## config.mk

```make
export PLATFORM = sky130hd
export DESIGN_NAME = multi_button_gesture_detector
export DESIGN_NICKNAME = d
export VERILOG_FILES = /design/src/rtl/mbgd_pkg.sv /design/src/rtl/mbgd_ram.sv /design/src/rtl/mbgd_eval.sv /design/src/rtl/multi_button_gesture_detector.sv
export SDC_FILE = /design/constraint.sdc
export NUM_CORES = 1
export LEC_CHECK = 0
export BUFFER_PORTS_ARGS = -buffer_cell sky130_fd_sc_hd__buf_2
export CORE_MARGIN = 10
export CORE_UTILIZATION = 30
export DETAILED_ROUTE_END_ITERATION = 8
export PLACE_DENSITY = 0.53
export SETUP_SLACK_MARGIN = 0.02
export SLEW_MARGIN = 25
export SYNTH_ARGS = -nofsm -noshare
export SYNTH_HDL_FRONTEND = slang
export SYNTH_SLANG_ARGS = --single-unit
```

## constraint.sdc

```tcl
create_clock -name clk -period 10.6 [get_ports clk]
set_input_delay 1.06 -clock clk [delete_from_list [all_inputs] [get_ports clk]]
set_output_delay 1.06 -clock clk [all_outputs]
set_load 0.1 [all_outputs]
```

## src/rtl/mbgd_pkg.sv

```systemverilog
// ----------------------------------------------------------------------------
// mbgd_pkg
// Types and constants shared by the multi-button gesture detector.
// ----------------------------------------------------------------------------
package mbgd_pkg;

  // Event codes
  localparam logic [2:0] EV_NONE        = 3'd0;
  localparam logic [2:0] EV_COMBO_LONG  = 3'd1;
  localparam logic [2:0] EV_LONG        = 3'd2;
  localparam logic [2:0] EV_CLICK       = 3'd3;
  localparam logic [2:0] EV_DOUBLE      = 3'd4;
  localparam logic [2:0] EV_PENDING     = 3'd5;
  localparam logic [2:0] EV_COMBO_CLICK = 3'd6;
  localparam logic [2:0] EV_PRESS_START = 3'd7;

  // Configuration register indexes
  localparam logic [2:0] REG_DEBOUNCE    = 3'd0;
  localparam logic [2:0] REG_LONG_PRESS  = 3'd1;
  localparam logic [2:0] REG_DOUBLE      = 3'd2;
  localparam logic [2:0] REG_COMBO_LONG  = 3'd3;
  localparam logic [2:0] REG_LONG_EN     = 3'd4;
  localparam logic [2:0] REG_DOUBLE_EN   = 3'd5;
  localparam logic [2:0] REG_REPEAT      = 3'd6;
  localparam logic [2:0] REG_ACTIVE_LOW  = 3'd7;

  // Number of buttons that have pins and mask bits
  localparam int unsigned PIN_COUNT = 4;

  typedef struct packed {
    logic [31:0] now_ms;
    logic [3:0]  pin_levels;
  } in_item_t;

  typedef struct packed {
    logic [1:0] button_index;
    logic [2:0] event_kind;
    logic [3:0] combo_mask;
    logic       last_of_poll;
  } out_item_t;

  // Per-button state held in the state memory
  typedef struct packed {
    logic        raw_before;
    logic        debounced;
    logic [31:0] change_time;
    logic [31:0] press_start_time;
    logic [31:0] click_time;
    logic        long_done;
  } btn_entry_t;

  // State shared between buttons
  typedef struct packed {
    logic [3:0] held_set;
    logic       combo_happened;
  } shared_t;

  typedef struct packed {
    logic [15:0] debounce_ms;
    logic [15:0] long_press_ms;
    logic [15:0] double_press_ms;
    logic [15:0] combo_long_ms;
    logic [3:0]  long_enable_mask;
    logic [3:0]  double_enable_mask;
    logic [3:0]  repeat_long_mask;
    logic [3:0]  active_low_mask;
  } cfg_t;

  // Mask bit of a button; buttons beyond the pinned ones read as clear
  function automatic logic mask_bit(input logic [3:0] m, input logic [4:0] i);
    mask_bit = (i < 5'(PIN_COUNT)) ? m[i[1:0]] : 1'b0;
  endfunction

endpackage

```

## src/rtl/mbgd_ram.sv

```systemverilog
// ----------------------------------------------------------------------------
// mbgd_ram
// Generic single-write, single-read RAM with registered read data.
// ----------------------------------------------------------------------------
module mbgd_ram #(
  parameter int WIDTH = 8,
  parameter int DEPTH = 4
) (
  input  logic                                 clk,
  input  logic                                 we,
  input  logic [(DEPTH > 1 ? $clog2(DEPTH) : 1)-1:0] waddr,
  input  logic [WIDTH-1:0]                     wdata,
  input  logic                                 re,
  input  logic [(DEPTH > 1 ? $clog2(DEPTH) : 1)-1:0] raddr,
  output logic [WIDTH-1:0]                     rdata
);

  logic [WIDTH-1:0] mem_r [DEPTH];

  always_ff @(posedge clk) begin
    if (we) begin
      mem_r[waddr] <= wdata;
    end
    if (re) begin
      rdata <= mem_r[raddr];
    end
  end

endmodule

```

## src/rtl/mbgd_eval.sv

```systemverilog
// ----------------------------------------------------------------------------
// mbgd_eval
// Debounce and gesture decision for one button: takes the entry read from
// the state memory and the shared state, returns updated state and event.
// ----------------------------------------------------------------------------
module mbgd_eval
  import mbgd_pkg::*;
(
  input  cfg_t        cfg,
  input  logic [31:0] now_ms,
  input  logic        pin,
  input  logic [4:0]  idx,
  input  btn_entry_t  ent,
  input  shared_t     shr,
  output btn_entry_t  ent_nxt,
  output shared_t     shr_nxt,
  output logic [2:0]  kind,
  output logic [3:0]  cmask
);

  logic        raw;
  logic        deb_now;
  logic [31:0] since_change;
  logic [31:0] held_time;
  logic [31:0] since_click;
  logic        multi;
  logic        combo_long;
  logic        single_long;
  logic        holding;
  logic        released;
  logic        started;
  logic        rel;
  logic        dbl;
  logic        registered;
  logic        elapsed;

  assign raw          = pin ^ mask_bit(cfg.active_low_mask, idx);
  assign since_change = now_ms - ent.change_time;
  assign held_time    = now_ms - ent.press_start_time;
  assign since_click  = now_ms - ent.click_time;
  assign multi        = ($countones(shr.held_set) >= 2);
  assign combo_long   = multi && (cfg.combo_long_ms != 16'd0) &&
                        (held_time >= 32'(cfg.combo_long_ms));
  assign single_long  = mask_bit(cfg.long_enable_mask, idx) &&
                        (ent.press_start_time != 32'd0) &&
                        (held_time >= 32'(cfg.long_press_ms)) && !multi;
  assign deb_now      = (raw != ent.raw_before && since_change >= 32'(cfg.debounce_ms))
                        ? raw : ent.debounced;
  assign holding      = ent.debounced && deb_now;
  assign released     = ent.debounced && !deb_now;
  assign started      = !ent.debounced && deb_now;
  assign rel          = released && !shr.combo_happened && !single_long && !ent.long_done;
  assign dbl          = mask_bit(cfg.double_enable_mask, idx);
  assign registered   = (ent.click_time != 32'd0);
  assign elapsed      = (since_click > 32'(cfg.double_press_ms));

  // Priority chain
  always_comb begin
    ent_nxt            = ent;
    ent_nxt.raw_before = raw;
    ent_nxt.debounced  = deb_now;
    if (raw != ent.raw_before && since_change >= 32'(cfg.debounce_ms)) begin
      ent_nxt.change_time = now_ms;
    end
    shr_nxt = shr;
    kind    = EV_NONE;
    cmask   = 4'd0;
    if (holding && !shr.combo_happened && combo_long) begin
      kind                   = EV_COMBO_LONG;
      cmask                  = shr.held_set;
      shr_nxt.held_set       = 4'd0;
      shr_nxt.combo_happened = 1'b1;
    end else if (holding && !shr.combo_happened && single_long) begin
      kind                     = EV_LONG;
      shr_nxt.held_set         = 4'd0;
      ent_nxt.long_done        = 1'b1;
      ent_nxt.press_start_time = mask_bit(cfg.repeat_long_mask, idx) ? now_ms : 32'd0;
    end else if ((rel && !multi && !dbl) || (registered && elapsed)) begin
      kind                     = EV_CLICK;
      shr_nxt.held_set         = 4'd0;
      ent_nxt.press_start_time = 32'd0;
      ent_nxt.click_time       = 32'd0;
    end else if (rel && !multi && dbl && registered && !elapsed) begin
      kind                     = EV_DOUBLE;
      shr_nxt.held_set         = 4'd0;
      ent_nxt.press_start_time = 32'd0;
      ent_nxt.click_time       = 32'd0;
    end else if (rel && !multi && !registered) begin
      kind               = EV_PENDING;
      ent_nxt.click_time = now_ms;
    end else if (rel) begin
      kind                     = EV_COMBO_CLICK;
      cmask                    = shr.held_set;
      shr_nxt.held_set         = 4'd0;
      shr_nxt.combo_happened   = 1'b1;
      ent_nxt.press_start_time = 32'd0;
    end else if (started) begin
      kind                     = EV_PRESS_START;
      if (idx < 5'(PIN_COUNT)) begin
        shr_nxt.held_set[idx[1:0]] = 1'b1;
      end
      shr_nxt.combo_happened   = 1'b0;
      ent_nxt.long_done        = 1'b0;
      ent_nxt.press_start_time = now_ms;
    end
  end

endmodule

```

## src/rtl/multi_button_gesture_detector.sv

```systemverilog
// ----------------------------------------------------------------------------
// multi_button_gesture_detector
// Debounces a set of buttons and reports one gesture event per button per poll.
// ----------------------------------------------------------------------------
// Usage:
//  - in_valid/in_data carry one poll (time stamp and pin levels). A transfer
//    takes place when in_valid is high and in_stall is low.
//  - Each poll produces BUTTON_COUNT results on out_valid/out_data, in button
//    order, the last one flagged with last_of_poll.
//  - Per-button state sits in a small RAM; each button is read, updated and
//    written back, one button per cycle while the receiver does not stall.
//    in_stall is high while a poll is being walked.
//  - The first result enters the output register after button 0 is read from the RAM.
//  - When out_stall is high and a result is pending, the walk pauses and the result holds.
//  - Reset (rst_n low, synchronous) clears configuration to defaults and
//    marks every memory entry invalid, which reads as all-zero state.
//  - cfg_we/cfg_index/cfg_data write a register; the user must do so only while the block is idle (not enforced).
// ----------------------------------------------------------------------------
module multi_button_gesture_detector
  import mbgd_pkg::*;
#(
  parameter int BUTTON_COUNT = 4
) (
  input  logic        clk,
  input  logic        rst_n,
  input  logic        in_valid,
  output logic        in_stall,
  input  in_item_t    in_data,
  output logic        out_valid,
  input  logic        out_stall,
  output out_item_t   out_data,
  input  logic        cfg_we,
  input  logic [2:0]  cfg_index,
  input  logic [15:0] cfg_data
);

  localparam int IDX_W = (BUTTON_COUNT > 1) ? $clog2(BUTTON_COUNT) : 1;
  localparam int ENT_W = $bits(btn_entry_t);

  typedef enum logic {ST_IDLE, ST_PROC} state_t;

  state_t            state_r;
  logic [IDX_W-1:0]  idx_r;
  logic [31:0]       now_r;
  logic [3:0]        pins_r;
  logic [BUTTON_COUNT-1:0] valid_r;
  logic              rvalid_r;
  shared_t           shared_r;
  cfg_t              cfg_r;
  logic              out_valid_r;
  out_item_t         out_data_r;

  logic              in_xfer;
  logic              slot_free;
  logic              step;
  logic              is_last;
  logic              rd_en;
  logic [IDX_W-1:0]  rd_addr;
  logic [ENT_W-1:0]  rd_data;
  btn_entry_t        ent;
  btn_entry_t        ent_nxt;
  shared_t           shared_nxt;
  logic [2:0]        kind;
  logic [3:0]        cmask;
  logic [4:0]        idx_ext;
  logic              pin;

  assign in_stall  = (state_r != ST_IDLE);
  assign in_xfer   = in_valid && !in_stall;
  assign slot_free = !out_valid_r || !out_stall;
  assign step      = (state_r == ST_PROC) && slot_free;
  assign is_last   = (idx_r == IDX_W'(BUTTON_COUNT - 1));
  assign idx_ext   = 5'(idx_r);
  assign pin       = mask_bit(pins_r, idx_ext);

  // Read the first button at transfer, the next one with each step
  assign rd_en   = in_xfer || (step && !is_last);
  assign rd_addr = in_xfer ? '0 : idx_r + IDX_W'(1);

  // Entries never written read as reset state
  assign ent = rvalid_r ? btn_entry_t'(rd_data) : '0;

  mbgd_ram #(
    .WIDTH(ENT_W),
    .DEPTH(BUTTON_COUNT)
  ) u_state_ram (
    .clk  (clk),
    .we   (step),
    .waddr(idx_r),
    .wdata(ENT_W'(ent_nxt)),
    .re   (rd_en),
    .raddr(rd_addr),
    .rdata(rd_data)
  );

  mbgd_eval u_eval (
    .cfg    (cfg_r),
    .now_ms (now_r),
    .pin    (pin),
    .idx    (idx_ext),
    .ent    (ent),
    .shr    (shared_r),
    .ent_nxt(ent_nxt),
    .shr_nxt(shared_nxt),
    .kind   (kind),
    .cmask  (cmask)
  );

  // Control, walk and output register
  always_ff @(posedge clk) begin
    if (!rst_n) begin
      state_r     <= ST_IDLE;
      idx_r       <= '0;
      valid_r     <= '0;
      rvalid_r    <= 1'b0;
      shared_r    <= '0;
      out_valid_r <= 1'b0;
      cfg_r.debounce_ms        <= 16'd50;
      cfg_r.long_press_ms      <= 16'd1000;
      cfg_r.double_press_ms    <= 16'd300;
      cfg_r.combo_long_ms      <= 16'd0;
      cfg_r.long_enable_mask   <= 4'd0;
      cfg_r.double_enable_mask <= 4'd0;
      cfg_r.repeat_long_mask   <= 4'd0;
      cfg_r.active_low_mask    <= 4'd0;
    end else begin
      if (cfg_we) begin
        case (cfg_index)
          REG_DEBOUNCE:   cfg_r.debounce_ms        <= cfg_data;
          REG_LONG_PRESS: cfg_r.long_press_ms      <= cfg_data;
          REG_DOUBLE:     cfg_r.double_press_ms    <= cfg_data;
          REG_COMBO_LONG: cfg_r.combo_long_ms      <= cfg_data;
          REG_LONG_EN:    cfg_r.long_enable_mask   <= cfg_data[3:0];
          REG_DOUBLE_EN:  cfg_r.double_enable_mask <= cfg_data[3:0];
          REG_REPEAT:     cfg_r.repeat_long_mask   <= cfg_data[3:0];
          REG_ACTIVE_LOW: cfg_r.active_low_mask    <= cfg_data[3:0];
          default: ;
        endcase
      end
      if (rd_en) begin
        rvalid_r <= valid_r[rd_addr];
      end
      // Output slot fills on a step, empties on a transfer
      if (step) begin
        out_valid_r <= 1'b1;
      end else if (!out_stall) begin
        out_valid_r <= 1'b0;
      end
      case (state_r)
        ST_IDLE: begin
          if (in_xfer) begin
            state_r <= ST_PROC;
            idx_r   <= '0;
          end
        end
        ST_PROC: begin
          if (step) begin
            valid_r[idx_r] <= 1'b1;
            shared_r       <= shared_nxt;
            if (is_last) begin
              state_r <= ST_IDLE;
            end else begin
              idx_r <= idx_r + IDX_W'(1);
            end
          end
        end
        default: state_r <= ST_IDLE;
      endcase
    end
  end

  // Payload registers
  always_ff @(posedge clk) begin
    if (in_xfer) begin
      now_r  <= in_data.now_ms;
      pins_r <= in_data.pin_levels;
    end
    if (step) begin
      out_data_r.button_index <= 2'(idx_r);
      out_data_r.event_kind   <= kind;
      out_data_r.combo_mask   <= cmask;
      out_data_r.last_of_poll <= is_last;
    end
  end

  assign out_valid = out_valid_r;
  assign out_data  = out_data_r;

endmodule
```

# Word level (Yosys, flattened, before mapping)
# Memory sizes are Yosys's and may differ from the RTL's. A register that Yosys moved wholly into a read port is not among the register bits.
# Index checks and enable logic that the tools add are counted.
# totals
elab_cells,197
out_inout_bits,12
n_memories,1
mem_bits_rw,396
in_bits,60
reg_bits,140
# classes
bitwise_logic,4
n_reduce_logical,62
addsub,7
magnitude_cmp,9
muxes,74
n_eq_ne,18
# memory_table
memory,words,word_bits,rd,rd_clocked_by_memory_dff,write_ports,line_no,rtl
u_state_ram.mem_r,4,99,1,1,1,mbgd_ram.sv:18,logic [WIDTH-1:0] mem_r [DEPTH];
# op_table
operator,count
32-bit two-way mux,8
64-bit two-way mux,2
99-bit two-way mux,1
32-bit by 16-bit greater-or-equal comparator with 1-bit output,3
32-bit subtractor,3
65-bit two-way mux,1
32-bit nonzero test,2
4-bit two-way mux,10
32-bit adder,1
"32-bit by 3-bit greater-or-equal comparator with 1-bit output, second input constant",1
32-bit by 16-bit greater-than comparator with 1-bit output,1
1-bit two-way mux,29
1-bit logical AND,26
5-bit two-way mux,4
2-bit AND reduction,9
16-bit nonzero test,1
1-bit logical NOT,13
1-bit binary-select mux with 2-bit select,6
"3-bit == test, second input constant",4
2-bit two-way mux,6
3-bit two-way mux,4
"2-bit by 1-bit inequality test with 1-bit output, second input constant",6
6-bit nonzero test,2
"2-bit by 3-bit less-than comparator with 1-bit output, second input constant",3
other kinds (22),28

# Depth between registers and ports, before layout
# depth
word_depth,20
ltp_mapped,31
ltp_nobuf,24

# Hierarchy
# From an unflattened synthesis, not the netlist that was laid out.
# unflattened
hier_cells,2686
area_unflattened_um2,32912.8
# by_module_without_submodules
mod,area_each_um2,cells_each,instances
mbgd_ram,17254.0,620,1
mbgd_eval,9965.8,1492,1
multi_button_gesture_detector,5693.0,574,1

# Least setup slack after synthesis
# No wires, ideal clock.
# synth_timing
path_kind,register to register
start,"reg state_r, in the netlist in_stall"
end,reg idx_r[0]
stages_incl_launch_ff,5
setup_slack_ns,1.161
setup_ns,0.132
arrival_ns,9.307
required_time_ns,10.468
cell_sequence,dfxtp_1 nand2_1 o21ai_0 or2_2 a21oi_1
# synth_via
elab_chain_len,4
word_cells_on_any_way,9
cone_classes,eq/ne: 3; mux: 1; bitwise: 1; reduce/logical: 4
# synth_lines
item,line_no,rtl
start: declaration,multi_button_gesture_detector.sv:42,state_t state_r;
start signal: assignment,multi_button_gesture_detector.sv:112,state_r <= ST_IDLE;
start signal: assignment,multi_button_gesture_detector.sv:152,state_r <= ST_PROC;
start signal: assignment,multi_button_gesture_detector.sv:161,state_r <= ST_IDLE;
1-bit logical NOT,multi_button_gesture_detector.sv:69,assign in_xfer = in_valid && !in_stall;
1-bit logical AND,multi_button_gesture_detector.sv:69,
2-bit inequality test (no line),-,
3-bit AND reduction (no line),-,
end signal: assignment,multi_button_gesture_detector.sv:163,idx_r <= idx_r + IDX_W'(1);
end: declaration,multi_button_gesture_detector.sv:43,logic [IDX_W-1:0] idx_r;
# Parallel ways exist; a longest one is shown, timed or not.
# A chain may end at the register's enable or synchronous reset.

==> impl_results.md <==
- Post-synth EDFFs: 541
- Gate Count Post-Synth: 3173
- Crit end category: register
- Final setup TNS: 0 ns
- I/O Pins: 72
- Die ar.: 125000 µm²
- Total Nets Final: 3417
- Max-slew violations: 0
- WHS Path Cells: 2
- Syn. warnings: 0
- Met2 WL post-DR: roughly 48 mm
- DR pass1 iterations: 5
- Worst slew pin tran: 1.09 ns
- Yosys top cell by area: edfxtp_1
- Int Pwr: ~4.6 mW
- Synth Net Count: roughly 3400
- Max Fanout on Critical Path: 42
- FP Rows: 122
- Yosys reg bits: 635
- Layout Utilization: 0.340
- Dpl hpwl: 71.2 mm
- Tcrit/Tclk final: 0.759
- Ratio of cells with drive above 1 in the final layout: 0.0834
- R2R cell count: 26
- Clock Tree Buf Depth: 3
- Crit-path slowest cell: dfxtp_4
- Grt ovf: 0
- Run status: finished clean
- Metal3 WL: 8.36 mm
- Area contributors post-synth: edfxtp_1, ha_1, dfxtp_1
- Sequential Power Share: 0.451
- Critical Path AT: around 8.5 ns
- Cts hold-fix bufs: 0
- P_leak: 13.4 nW
- Share of the synthesized area in the top cell type: 0.486
- Cell Area, Placed: approximately 35000 µm²
- Placeable Area: 111000 µm²
- Worst min path class: reg -> reg
- Antenna violations before repair: 3
- CP delay by family, top: compound AO/OA/AOI/OAI gates
- Peak supply drop: 0.000124 V
- Register area share after synthesis: 0.542
- Final hold viol count: 0
- Ys flop type: edfxtp_1
- DRC Markers: 0
- Cell area after synthesis: approximately 33000 µm²
- Die width: about 350 µm
- P&R area growth vs syn: 12.6%
- CTS buffer count: a little over 70
- H-Tree Depth: 3
- Clk pwr share: 0.361
- Sw Ratio: 0.299
- Slowest stage delay, CP: 0.75 ns
- Iteration-0 DRC Markers: 2490
- Reg2Reg Setup Slack: 2.55 ns
- Die Y: 354 µm
- Pwr per Cell Area: 176 nW/µm²
- DP Cell Count: about 4600
- Most frequent cells in the layout: edfxtp_1, nand2_1, nor2_1
- F_max: roughly 120 MHz
- First-pass GRT wire length: around 160 mm
- RSZ-0062 raised after global routing: false
- Setup violators final: 0
- Layout Skew: 0.0283 ns
- Cell variety after synth: 85
- Vias in the first global route: 24500
- CP Class: reg -> reg
- Initial Util: 0.302
- Port buffer count: 71
- Clk_lat worst skew: 0.65 ns
- Combinational share of power: 0.188
- Number of gates resized after cts: 0
- Post-route ant nets: 0
- Asr flop ratio synth: 0
- Psw: 1.98 mW
- Max-slew headroom: 0.275
- Setup bufs post-CTS: 0
- Vias: 25500
- Met1 Wirelength: approximately 48 mm
- Overall routing resource usage: 0.167
- Final Cell Area: 37600 µm²
- # Max-Cap Violations: 0
- Crit start category: register
- Commonest non-fill, non-tap cell in the layout: edfxtp_1
- Min Tclk post-route: 8.05 ns
- Sink Count: 635
- Top layer in use: met4
- Total Wirelength: 108 mm
- TritonCTS clock tree: yes
- CP required: 11.08 ns
- Worst path depth: 26
- Routed wire per std cell: between 20 and 25 µm
- Vias per std cell: between 5 and 6
- CTS root buf: clkbuf_16
- Average size of a mapped cell: 10.5 µm²
- Critical path buffers and inverters: 3
- Post-Layout Cell Count: 4728
- Placer congestion estimate: 0.928
- Largest net degree at the start of global routing: 81
- Clock-pin slew on the worst setup and hold paths: 0.06 ns
-- Yosys cell counts, drive strengths merged, types with 27 or more instances --
cell	instances
edfxtp	541
nand2	495
nor2	344
o21ai	250
a21oi	171
ha	165
clkbuf	152
mux2i	124
a221oi	104
inv	97
dfxtp	94
xnor2	43
nand4	38
nor3	37
a21o	36
a221o	32
a32o	31
o211ai	27
o21a	27
xor2	27
-- power by group through the flow --
| stage | sequential (mW) | combinational [mW] | clock (mW) |
|---|---|---|---|
| global route | 2.99 | 1.36 | 2.53 |
| CTS | 2.98 | 1.24 | 2.44 |
| floorplan | 3.02 | 0.820 | 0 |
| finish | 2.98 | 1.25 | 2.39 |
| global placement | 3.03 | 1.23 | 0 |
| detailed placement | 3.03 | 1.23 | 0 |
-- flip-flops by register name, indices dropped and copies added (netlist names) --
register           count
cfg_r                 80
out_data              10
u_state_ram.rdata     99
pins_r                 4
shared_r               5
idx_r                  2
rvalid_r               1
u_state_ram.mem_r    396
in_stall               1
valid_r                4
out_valid              1
now_r                 32
-- per-layer routing --
metal,vias up,GRT usage
met4,0,0.0623
met1,12600,0.225
li1,11900,-
met5,-,0
met3,188,0.0387
met2,910,0.257
-- stage by stage --
step | hold slack [ns] | total power [mW] | setup WS [ns]
after global routing | 0.471 | 6.89 | 2.03
after global placement | 0.443 | 4.26 | 2.88
after CTS | 0.455 | 6.65 | 2.60
final | 0.454 | 6.61 | 2.55
after detailed placement | 0.446 | 4.26 | 2.66
after floorplan | 0.435 | 3.84 | 1.16
-- logic make-up (layout without fill, tap and decap cells) --
group / Yosys count / count (layout) / synth area share
adders and majority gates: 169 / 169 / 0.0641
and+or+nand+nor: 1071 / 1071 / 0.138
AOI/OAI and AO/OA: 822 / 822 / 0.165
muxes: 132 / 132 / 0.0412
other: 0 / 1 / 0
buffers and inverters: 274 / 340 / 0.0312
xor gates and xnor gates: 70 / 70 / 0.0183
DFF: 635 / 635 / 0.542
-- cell type report --
class / count / area [µm²]
Fill cell: 11000 / 73000
Timing Repair Buffer: 119 / 716
Clock inverter: 36 / 300
Multi-Input combinational cell: 2264 / 14300
Inverter: 97 / 379
Sequential cell: 635 / 18100
Clock buffer: 88 / 1910
Antenna cell: 1 / 2.50
Tap cell: 1488 / 1860
-- worst paths after layout --
check | start | endpoint
setup / recovery | rvalid_r | u_state_ram.mem_r[2][4]
hold / removal | cfg_r[49] | cfg_r[49]
setup reg to reg | rvalid_r | u_state_ram.mem_r[2][4]
hold reg to reg | cfg_r[49] | cfg_r[49]
-- tightest hold or removal path, delay by kind of cell (launching register included) --
| family | cells | cell delay (ns) |
|---|---|---|
| compound gates | 1 | 0.05 |
| flops | 1 | 0.31 |
| simple gates | 1 | 0.05 |
(Power assumes the default switching activity.)
